$ cat src/rtl/aacdf_pkg.sv
package aacdf_pkg;

    localparam int unsigned TS_W       = 33;
    localparam int unsigned TS_OUT_W   = 32;
    localparam int unsigned LEN_W      = 13;

    localparam logic [7:0]       SYNC_BYTE      = 8'hFF;
    localparam logic [7:0]       SYNC_NIBBLE    = 8'hF0;
    localparam logic [7:0]       ID_MASK        = 8'b0000_1000;
    localparam logic [7:0]       LAYER_MASK     = 8'b0000_0110;
    localparam logic [3:0]       RATE_MAX       = 4'd12;
    localparam logic [1:0]       PROFILE_OTHER  = 2'd2;
    localparam logic [2:0]       CH_MONO        = 3'd1;
    localparam logic [2:0]       CH_STEREO      = 3'd2;
    localparam logic [LEN_W-1:0] HDR_LEN_PLAIN  = 13'd7;
    localparam logic [LEN_W-1:0] HDR_LEN_CRC    = 13'd9;

    typedef enum logic [3:0] {
        ERR_OK       = 4'd0,
        ERR_SYNC     = 4'd1,
        ERR_MPEG2    = 4'd2,
        ERR_LAYER    = 4'd3,
        ERR_RATE     = 4'd4,
        ERR_CHANNELS = 4'd5,
        ERR_BLOCKS   = 4'd6,
        ERR_SHORT    = 4'd7,
        ERR_MISMATCH = 4'd8,
        ERR_SPANS    = 4'd9
    } t_err;

    typedef struct packed {
        logic [7:0]          payload_byte;
        logic                frame_first;
        logic                frame_last;
        logic [TS_OUT_W-1:0] frame_pts;
        logic [TS_OUT_W-1:0] frame_dts;
        logic [1:0]          profile_code;
        logic [3:0]          rate_index;
        logic [1:0]          channel_count;
        t_err                error_code;
    } t_result;

endpackage

$ cat src/rtl/aacdf_parser.sv
module aacdf_parser (
    input  logic                           i_clk,
    input  logic                           i_rst_n,
    input  logic                           i_step,
    input  logic [7:0]                     i_data_byte,
    input  logic                           i_packet_start,
    input  logic [aacdf_pkg::TS_W-1:0]     i_pes_pts,
    input  logic [aacdf_pkg::TS_W-1:0]     i_pes_dts,
    output logic                           o_res_valid,
    output aacdf_pkg::t_result             o_res
);

    typedef enum logic [1:0] {
        PH_HEAD = 2'd0,
        PH_PAY  = 2'd1,
        PH_SKIP = 2'd2
    } t_phase;

    t_phase                              r_phase, n_phase;
    logic [3:0]                          r_header_count, n_header_count;
    logic                                r_crc_present, n_crc_present;
    logic [aacdf_pkg::LEN_W-1:0]         r_frame_length, n_frame_length;
    logic [aacdf_pkg::LEN_W-1:0]         r_bytes_left, n_bytes_left;
    logic [1:0]                          r_cur_profile, n_cur_profile;
    logic [3:0]                          r_cur_rate, n_cur_rate;
    logic [2:0]                          r_cur_channels, n_cur_channels;
    logic                                r_first_seen, n_first_seen;
    logic [1:0]                          r_first_profile, n_first_profile;
    logic [3:0]                          r_first_rate, n_first_rate;
    logic [1:0]                          r_first_channels, n_first_channels;
    logic [aacdf_pkg::TS_OUT_W-1:0]      r_latched_pts, n_latched_pts;
    logic [aacdf_pkg::TS_OUT_W-1:0]      r_latched_dts, n_latched_dts;
    logic [aacdf_pkg::TS_OUT_W-1:0]      r_hdr_pts, n_hdr_pts;
    logic [aacdf_pkg::TS_OUT_W-1:0]      r_hdr_dts, n_hdr_dts;
    logic [1:0]                          r_crossed, n_crossed;

    logic [aacdf_pkg::LEN_W-1:0]         w_hdr_len;
    logic [aacdf_pkg::LEN_W-1:0]         w_pay_len;
    logic [2:0]                          w_ch;
    logic                                w_fail;
    aacdf_pkg::t_err                     w_code;

    assign w_hdr_len = r_crc_present ? aacdf_pkg::HDR_LEN_CRC : aacdf_pkg::HDR_LEN_PLAIN;
    assign w_pay_len = r_frame_length - w_hdr_len;
    assign w_ch      = r_cur_channels | {1'b0, i_data_byte[7:6]};

    always_comb begin
        n_phase          = r_phase;
        n_header_count   = r_header_count;
        n_crc_present    = r_crc_present;
        n_frame_length   = r_frame_length;
        n_bytes_left     = r_bytes_left;
        n_cur_profile    = r_cur_profile;
        n_cur_rate       = r_cur_rate;
        n_cur_channels   = r_cur_channels;
        n_first_seen     = r_first_seen;
        n_first_profile  = r_first_profile;
        n_first_rate     = r_first_rate;
        n_first_channels = r_first_channels;
        n_latched_pts    = r_latched_pts;
        n_latched_dts    = r_latched_dts;
        n_hdr_pts        = r_hdr_pts;
        n_hdr_dts        = r_hdr_dts;
        n_crossed        = r_crossed;
        w_fail           = 1'b0;
        w_code           = aacdf_pkg::ERR_OK;
        o_res_valid      = 1'b0;
        o_res            = '0;

        if (i_step) begin
            if (i_packet_start) begin
                n_latched_pts = i_pes_pts[aacdf_pkg::TS_OUT_W-1:0];
                n_latched_dts = i_pes_dts[aacdf_pkg::TS_OUT_W-1:0];
                if (r_phase == PH_SKIP) begin
                    n_phase        = PH_HEAD;
                    n_header_count = 4'd0;
                end else if (r_phase == PH_PAY || r_header_count != 4'd0) begin
                    n_crossed = r_crossed + 2'd1;
                    // a frame may straddle one packet boundary, not two
                    if (n_crossed >= 2'd2) begin
                        w_fail = 1'b1;
                        w_code = aacdf_pkg::ERR_SPANS;
                    end
                end
            end

            if (!w_fail && n_phase == PH_PAY) begin
                o_res_valid          = 1'b1;
                o_res.payload_byte   = i_data_byte;
                o_res.frame_first    = (r_frame_length >= w_hdr_len) &&
                                       (r_bytes_left == w_pay_len);
                o_res.frame_last     = (r_bytes_left <= 13'd1);
                o_res.frame_pts      = r_hdr_pts;
                o_res.frame_dts      = r_hdr_dts;
                o_res.profile_code   = r_cur_profile;
                o_res.rate_index     = r_cur_rate;
                o_res.channel_count  = r_cur_channels[1:0];
                o_res.error_code     = aacdf_pkg::ERR_OK;
                if (r_bytes_left <= 13'd1) begin
                    n_bytes_left   = '0;
                    n_phase        = PH_HEAD;
                    n_header_count = 4'd0;
                    n_crossed      = 2'd0;
                end else begin
                    n_bytes_left = r_bytes_left - 13'd1;
                end
            end else if (!w_fail && n_phase == PH_HEAD) begin
                case (n_header_count)
                    4'd0: begin
                        if (i_data_byte != aacdf_pkg::SYNC_BYTE) begin
                            w_fail = 1'b1;
                            w_code = aacdf_pkg::ERR_SYNC;
                        end else begin
                            n_hdr_pts = n_latched_pts;
                            n_hdr_dts = n_latched_dts;
                            n_crossed = 2'd0;
                        end
                    end
                    4'd1: begin
                        if ((i_data_byte & aacdf_pkg::SYNC_NIBBLE) != aacdf_pkg::SYNC_NIBBLE) begin
                            w_fail = 1'b1;
                            w_code = aacdf_pkg::ERR_SYNC;
                        end else if ((i_data_byte & aacdf_pkg::ID_MASK) != 8'd0) begin
                            w_fail = 1'b1;
                            w_code = aacdf_pkg::ERR_MPEG2;
                        end else if ((i_data_byte & aacdf_pkg::LAYER_MASK) != 8'd0) begin
                            w_fail = 1'b1;
                            w_code = aacdf_pkg::ERR_LAYER;
                        end else begin
                            n_crc_present = ~i_data_byte[0];
                        end
                    end
                    4'd2: begin
                        n_cur_profile  = (i_data_byte[7:6] < aacdf_pkg::PROFILE_OTHER) ?
                                         i_data_byte[7:6] : aacdf_pkg::PROFILE_OTHER;
                        n_cur_rate     = i_data_byte[5:2];
                        n_cur_channels = {i_data_byte[0], 2'b00};
                        if (i_data_byte[5:2] > aacdf_pkg::RATE_MAX) begin
                            w_fail = 1'b1;
                            w_code = aacdf_pkg::ERR_RATE;
                        end
                    end
                    4'd3: begin
                        if (w_ch != aacdf_pkg::CH_MONO && w_ch != aacdf_pkg::CH_STEREO) begin
                            w_fail = 1'b1;
                            w_code = aacdf_pkg::ERR_CHANNELS;
                        end else begin
                            n_cur_channels = w_ch;
                            n_frame_length = {i_data_byte[1:0], 11'd0};
                        end
                    end
                    4'd4: begin
                        n_frame_length = r_frame_length | {2'b00, i_data_byte, 3'b000};
                    end
                    4'd5: begin
                        n_frame_length = r_frame_length | {10'd0, i_data_byte[7:5]};
                    end
                    4'd6: begin
                        if (i_data_byte[1:0] != 2'b00) begin
                            w_fail = 1'b1;
                            w_code = aacdf_pkg::ERR_BLOCKS;
                        end else if (r_frame_length <= w_hdr_len) begin
                            w_fail = 1'b1;
                            w_code = aacdf_pkg::ERR_SHORT;
                        end else if (r_first_seen &&
                                     (r_cur_profile != r_first_profile ||
                                      r_cur_rate != r_first_rate ||
                                      r_cur_channels != {1'b0, r_first_channels})) begin
                            w_fail = 1'b1;
                            w_code = aacdf_pkg::ERR_MISMATCH;
                        end else begin
                            if (!r_first_seen) begin
                                n_first_profile  = r_cur_profile;
                                n_first_rate     = r_cur_rate;
                                n_first_channels = r_cur_channels[1:0];
                                n_first_seen     = 1'b1;
                            end
                            n_bytes_left = w_pay_len;
                        end
                    end
                    4'd7: begin
                        // first CRC byte: nothing to keep
                    end
                    default: begin
                    end
                endcase

                if (!w_fail) begin
                    if ((n_header_count == 4'd6 && !r_crc_present) ||
                        n_header_count >= 4'd8) begin
                        n_phase        = PH_PAY;
                        n_header_count = 4'd0;
                    end else begin
                        n_header_count = n_header_count + 4'd1;
                    end
                end
            end

            if (w_fail) begin
                n_phase          = PH_SKIP;
                n_header_count   = 4'd0;
                n_crossed        = 2'd0;
                o_res_valid      = 1'b1;
                o_res            = '0;
                o_res.error_code = w_code;
            end
        end
    end

    always_ff @(posedge i_clk) begin
        if (!i_rst_n) begin
            r_phase          <= PH_HEAD;
            r_header_count   <= '0;
            r_crc_present    <= 1'b0;
            r_frame_length   <= '0;
            r_bytes_left     <= '0;
            r_cur_profile    <= '0;
            r_cur_rate       <= '0;
            r_cur_channels   <= '0;
            r_first_seen     <= 1'b0;
            r_first_profile  <= '0;
            r_first_rate     <= '0;
            r_first_channels <= '0;
            r_latched_pts    <= '0;
            r_latched_dts    <= '0;
            r_hdr_pts        <= '0;
            r_hdr_dts        <= '0;
            r_crossed        <= '0;
        end else begin
            r_phase          <= n_phase;
            r_header_count   <= n_header_count;
            r_crc_present    <= n_crc_present;
            r_frame_length   <= n_frame_length;
            r_bytes_left     <= n_bytes_left;
            r_cur_profile    <= n_cur_profile;
            r_cur_rate       <= n_cur_rate;
            r_cur_channels   <= n_cur_channels;
            r_first_seen     <= n_first_seen;
            r_first_profile  <= n_first_profile;
            r_first_rate     <= n_first_rate;
            r_first_channels <= n_first_channels;
            r_latched_pts    <= n_latched_pts;
            r_latched_dts    <= n_latched_dts;
            r_hdr_pts        <= n_hdr_pts;
            r_hdr_dts        <= n_hdr_dts;
            r_crossed        <= n_crossed;
        end
    end

    a_err_skips: assert property (@(posedge i_clk) disable iff (!i_rst_n)
        (i_step && o_res_valid && o_res.error_code != aacdf_pkg::ERR_OK)
        |=> (r_phase == PH_SKIP))
        else $error("error result not followed by skip");

    a_pay_nonzero: assert property (@(posedge i_clk) disable iff (!i_rst_n)
        (r_phase == PH_PAY) |-> (r_bytes_left != '0))
        else $error("payload phase with no bytes left");

    a_hdr_bound: assert property (@(posedge i_clk) disable iff (!i_rst_n)
        (r_header_count <= 4'd8))
        else $error("header count ran past CRC bytes");

    a_skip_silent: assert property (@(posedge i_clk) disable iff (!i_rst_n)
        (i_step && r_phase == PH_SKIP && !i_packet_start) |-> !o_res_valid)
        else $error("result produced while skipping");

endmodule

$ cat src/rtl/adts_aac_frame_deframer_top.sv
// ADTS AAC deframer.
// Slave stream: one elementary-stream byte per item. tdata carries the byte,
// the packet pts and the packet dts; tuser flags the first byte of a PES packet.
// Master stream: one result item per payload byte, or one error item when a
// header check fails or a frame crosses a second packet boundary; header bytes
// and skipped bytes produce nothing. tlast marks the last payload byte of a
// frame, tuser carries the first-byte mark and the error code (zero when ok).
// Output: a result is registered and presented in the cycle after its byte is taken.
// Throughput: one byte per cycle while the output is not stalled; all parsing for a
// byte is combinational, between the input handshake and the output register.
// Reset (i_rst_n low, synchronous): the output register empties and the parser
// waits for a sync byte with zero timestamps and no first-frame settings.
// Stall: while a result waits with m_axis_tready low, s_axis_tready drops and
// the held item stays on the master side unchanged.
module adts_aac_frame_deframer_top (
    input  logic        i_clk,
    input  logic        i_rst_n,
    input  logic        s_axis_tvalid,
    output logic        s_axis_tready,
    // [7:0] data_byte, [40:8] pes_pts, [73:41] pes_dts, [79:74] zero
    input  logic [79:0] s_axis_tdata,
    // [0] packet_start
    input  logic [0:0]  s_axis_tuser,
    output logic        m_axis_tvalid,
    input  logic        m_axis_tready,
    // [7:0] payload_byte, [39:8] frame_pts, [71:40] frame_dts,
    // [73:72] profile_code, [77:74] rate_index, [79:78] channel_count
    output logic [79:0] m_axis_tdata,
    // [0] frame_first, [4:1] error_code
    output logic [4:0]  m_axis_tuser,
    output logic        m_axis_tlast
);

    logic                 w_accept;
    logic                 w_res_valid;
    aacdf_pkg::t_result   w_res;
    logic                 r_out_valid;
    aacdf_pkg::t_result   r_out;

    assign s_axis_tready = !r_out_valid || m_axis_tready;
    assign w_accept      = s_axis_tvalid && s_axis_tready;

    aacdf_parser u_parser (
        .i_clk          (i_clk),
        .i_rst_n        (i_rst_n),
        .i_step         (w_accept),
        .i_data_byte    (s_axis_tdata[7:0]),
        .i_packet_start (s_axis_tuser[0]),
        .i_pes_pts      (s_axis_tdata[40:8]),
        .i_pes_dts      (s_axis_tdata[73:41]),
        .o_res_valid    (w_res_valid),
        .o_res          (w_res)
    );

    always_ff @(posedge i_clk) begin
        if (!i_rst_n) begin
            r_out_valid <= 1'b0;
        end else if (s_axis_tready) begin
            r_out_valid <= w_accept && w_res_valid;
        end
    end

    // hold the result while the receiver stalls
    always_ff @(posedge i_clk) begin
        if (s_axis_tready) begin
            r_out <= w_res;
        end
    end

    assign m_axis_tvalid = r_out_valid;
    assign m_axis_tlast  = r_out.frame_last;
    assign m_axis_tuser  = {r_out.error_code, r_out.frame_first};
    assign m_axis_tdata  = {r_out.channel_count, r_out.rate_index, r_out.profile_code,
                            r_out.frame_dts, r_out.frame_pts, r_out.payload_byte};

    a_err_clean: assert property (@(posedge i_clk) disable iff (!i_rst_n)
        (m_axis_tvalid && m_axis_tuser[4:1] != aacdf_pkg::ERR_OK)
        |-> (m_axis_tdata == '0 && !m_axis_tlast && !m_axis_tuser[0]))
        else $error("error item carries payload fields");

    a_ok_channels: assert property (@(posedge i_clk) disable iff (!i_rst_n)
        (m_axis_tvalid && m_axis_tuser[4:1] == aacdf_pkg::ERR_OK)
        |-> (m_axis_tdata[79:78] == 2'd1 || m_axis_tdata[79:78] == 2'd2))
        else $error("payload item with bad channel count");

    a_no_drop: assert property (@(posedge i_clk) disable iff (!i_rst_n)
        (r_out_valid && !m_axis_tready) |-> !s_axis_tready)
        else $error("input taken while result is stalled");

endmodule

$ cat config.mk
export PLATFORM = sky130hd
export DESIGN_NAME = adts_aac_frame_deframer_top
export DESIGN_NICKNAME = d
export VERILOG_FILES = /design/src/rtl/aacdf_pkg.sv /design/src/rtl/aacdf_parser.sv /design/src/rtl/adts_aac_frame_deframer_top.sv
export SDC_FILE = /design/constraint.sdc
export NUM_CORES = 1
export LEC_CHECK = 0
export BUFFER_PORTS_ARGS = -buffer_cell sky130_fd_sc_hd__buf_2
export CORE_MARGIN = 1.5
export CORE_UTILIZATION = 45
export CTS_CLUSTER_SIZE = 12
export DETAILED_ROUTE_END_ITERATION = 6
export GPL_TIMING_DRIVEN = 0
export MAX_ROUTING_LAYER = met4
export PLACE_DENSITY = 0.7
export SYNTH_ARGS = -nofsm -noshare
export SYNTH_HDL_FRONTEND = slang
export SYNTH_SLANG_ARGS = --single-unit
$ cat constraint.sdc
create_clock -name i_clk -period 11.3 [get_ports i_clk]
set_input_delay 1.695 -clock i_clk [delete_from_list [all_inputs] [get_ports i_clk]]
set_output_delay 1.695 -clock i_clk [all_outputs]
set_load 0.005 [all_outputs]
==> impl_metrics.toml <==
[critical_path]
crit_path_max_fanout = 72
crit_path_frequent_cell = "buf_2"
end_kind = "output port"
cp_slowest_cell = "buf_16"
worstPathCellList = "buf_2, nand2b_4, buf_16, buf_2"
critPathRequiredTime_ns = 9.61
crit_type = "input pin to output port"
critPathLaunchType = "input pin"
cp_top_family = "buffers and inverters"
arrival_ns = 2.68
cp_num_buf_inv = 3
max_stage_delay_ns = 0.33

[cells_and_area]
num-nets-final = 1486
area_delta_synth_final_pct = 18.79
drive_gt1_share_pct = 17.62
fin_cells = 1752

[timing]
slew_headroom_pct = 34.51
layout_setup_ws_ns = 6.924
slew_viol_final = 0
period_share_pct = 38.73
worst_slew_pin_slew_ns = 0.9787
finClkSkew_ns = 0.02134
hold_violations = 0
finalCriticalPeriod_ns = 4.376
final.setup.tns_ns = 0
setup_viol = 0
rsz0062_at_grt = "false"
max_freq_mhz = 228.5

[route]
drtIter0Drc = 820
drc_errors = 0
vias = 9423
avgViaCountPerCell = 5.378
avgRoutedWirePerCell_um = 17.40
ant_nets = 0
totalWireLength_mm = 30.48
drt_pass1_iterations = 5

[cts]
post_cts_resized = 0
cts_buffers = 29
cts_setup_buffers = 0
ctsRootBufferMaster = "clkbuf_16"
cts_tree = "built"
clkSinkCount = 268
cts_hold_buf = 0
clockBufferDepth = 3
cts.clk_slew.worst_paths_ns = 0.06
insertion_delay_ns = 0.55
ctsHtreeMaxLevel = 1

[worst_hold_path]
holdCritPathClass = "flop to flop"

[floorplanning]
start_util_pct = 46.24
die_w_um = 164.5
core_um2 = 25400
die_y_um = 164.5
rows = 58
die_area_um2 = 27080
pin_count = 173

[synthesis]
ys_seq_area_share_pct = 53.02
synth_edf_count = 86
ys_warn_count = 0
netlist_instances = 1198
ys_seq_elements = 268
avgSynthCellArea_um2 = 9.803
synth_ff_type = "dfxtp_1"
synthArstFlopShare_pct = 0
synthesis.area_um2 = 11740
synth_cell_type_count = 72
syn-num-nets = 1294

[grt]
grt_overflow = 0
grt_max_degree = 73
grt.total_usage_pct = 23.12
grt_pass1_vias = 8948
antenna_found_initial = 7
grt_pass1_wl_mm = 47.33

[placement]
dp_cells = 1689
numPortBuffers = 160
pre_cts_ws_ns = 6.800
gp_congestion = 0.9054
dp_hpwl_mm = 21.50

[flow_run]
cap_viol_max_count = 0

[pwr]
p_leak_nw = 5.986
irDropWorstVdd_uv = 107.3
power_density_nw_per_um2 = 149.9

[run_status]
outcome = "complete, no violations"
## Yosys cell counts (all sizes together) (4+ instances only)
master	n	area share [%]
a311oi	4	0.40
xnor2	24	1.8
edfxtp	86	22
inv	16	0.51
nand3	19	0.85
dfxtp	182	31
ha	10	1.1
a211oi	69	4.5
mux2i	80	6.8
xor2	12	0.89
a21oi	99	4.4
and3	85	4.6
nand2	171	5.5
buf	26	1.2
and2	6	0.32
nor4	5	0.39
o21ai	23	1.1
o2111ai	4	0.35
o32ai	7	0.59
nand2b	9	0.48
clkbuf	60	1.9
nor3	18	0.91
nand4	8	0.43
o211ai	5	0.36
nor2	127	4.1
## final timing paths
| check | from | endpoint | slack (ns) | cells after the start |
|---|---|---|---|---|
| hold reg to reg | u_parser.r_latched_dts[9] | u_parser.r_latched_dts[9] | 0.45 | 2 |
| setup reg to reg | u_parser.r_phase[0] | u_parser.r_frame_length[10] | 8.09 | 11 |
| setup / recovery | m_axis_tready | s_axis_tready | 6.92 | 4 |
| hold / removal | u_parser.r_latched_dts[9] | u_parser.r_latched_dts[9] | 0.45 | 2 |
## flip-flops by register name, indices dropped and copies added, names as in the netlist, 2 cells and up
name	count
u_parser.r_latched_dts	32
u_parser.r_crossed	2
m_axis_tdata	80
u_parser.r_bytes_left	13
u_parser.r_cur_channels	3
u_parser.r_cur_profile	2
u_parser.r_phase	2
u_parser.r_hdr_pts	32
u_parser.r_first_rate	4
u_parser.r_first_profile	2
u_parser.r_cur_rate	4
u_parser.r_frame_length	13
u_parser.r_hdr_dts	32
u_parser.r_header_count	4
u_parser.r_latched_pts	32
m_axis_tuser	5
u_parser.r_first_channels	2
## power breakdown
part	internal, mW	switching (mW)
clock network	0.555	0.383
registers	1.02	0.00965
logic	0.0454	0.0817
total	1.62	0.475
## final cells by class
class / instances / area (um^2)
fillers: 2309 / 11450
flip-flops and latches: 268 / 6226
multi-input cells: 828 / 5099
clock buffers: 47 / 844.6
repair buffers: 161 / 828.3
well taps: 330 / 412.9
plain buffers: 86 / 366.6
clock inverters: 7 / 91.34
inverters: 16 / 60.06
diodes: 9 / 22.52
## metal layers
metal | up-vias | track usage [%] | part of all wire (%)
met5 | - | - | 0
met4 | 0 | 6.962 | 2.5
met3 | 58 | 3.993 | 6.3
met2 | 284 | 37.68 | 47
met1 | 4420 | 29.44 | 44
li1 | 4661 | - | -
## cells in the final DEF, fill, tap and decap left out, types with 6 or more instances in the layout
cell / instances
xnor2_1: 24
mux2i_1: 80
dfxtp_1: 182
and3_1: 83
diode_2: 9
nor2_1: 127
a21oi_1: 95
buf_2: 177
buf_1: 6
nand3_1: 18
xor2_1: 12
and2_1: 6
a211oi_1: 68
o21ai_0: 19
edfxtp_1: 86
clkbuf_16: 30
inv_1: 16
ha_1: 10
nand2_1: 171
o32ai_1: 6
clkbuf_1: 74
nand4_1: 8
nand2b_1: 8
nor3_1: 16
## stage by stage
stage / util, % / cell area [um^2] / power, mW / hold slack (ns)
floorplan: - / 11740 / 1.113 / 0.4357
global placement: 51.01 / 12960 / 1.171 / 0.4406
detailed placement: 51.15 / 12990 / 1.173 / 0.4458
CTS: 54.84 / 13930 / 2.102 / 0.4539
global route: 54.91 / 13950 / 2.157 / 0.4680
finish: 54.93 / 13950 / 2.091 / 0.4522
## cells by family (layout without fill, tap and decap cells)
group / after synthesis / after routing / synth area share, %
AO/OA/AOI/OAI: 235 / 235 / 13.72
XOR/XNOR: 36 / 36 / 2.685
adder cells (fa/ha/maj): 12 / 12 / 1.332
buffers and inverters: 102 / 317 / 3.633
flip-flops: 268 / 268 / 53.02
multiplexers: 80 / 80 / 6.819
other: 0 / 9 / 0
AND/OR/NAND/NOR: 465 / 465 / 18.79
## tightest hold or removal path: stages, from the launching register on
cell     delay, ns
dfxtp_1       0.30
nand2_1       0.05
a21oi_1       0.05
No activity file was read; power rests on OpenSTA's default activity.
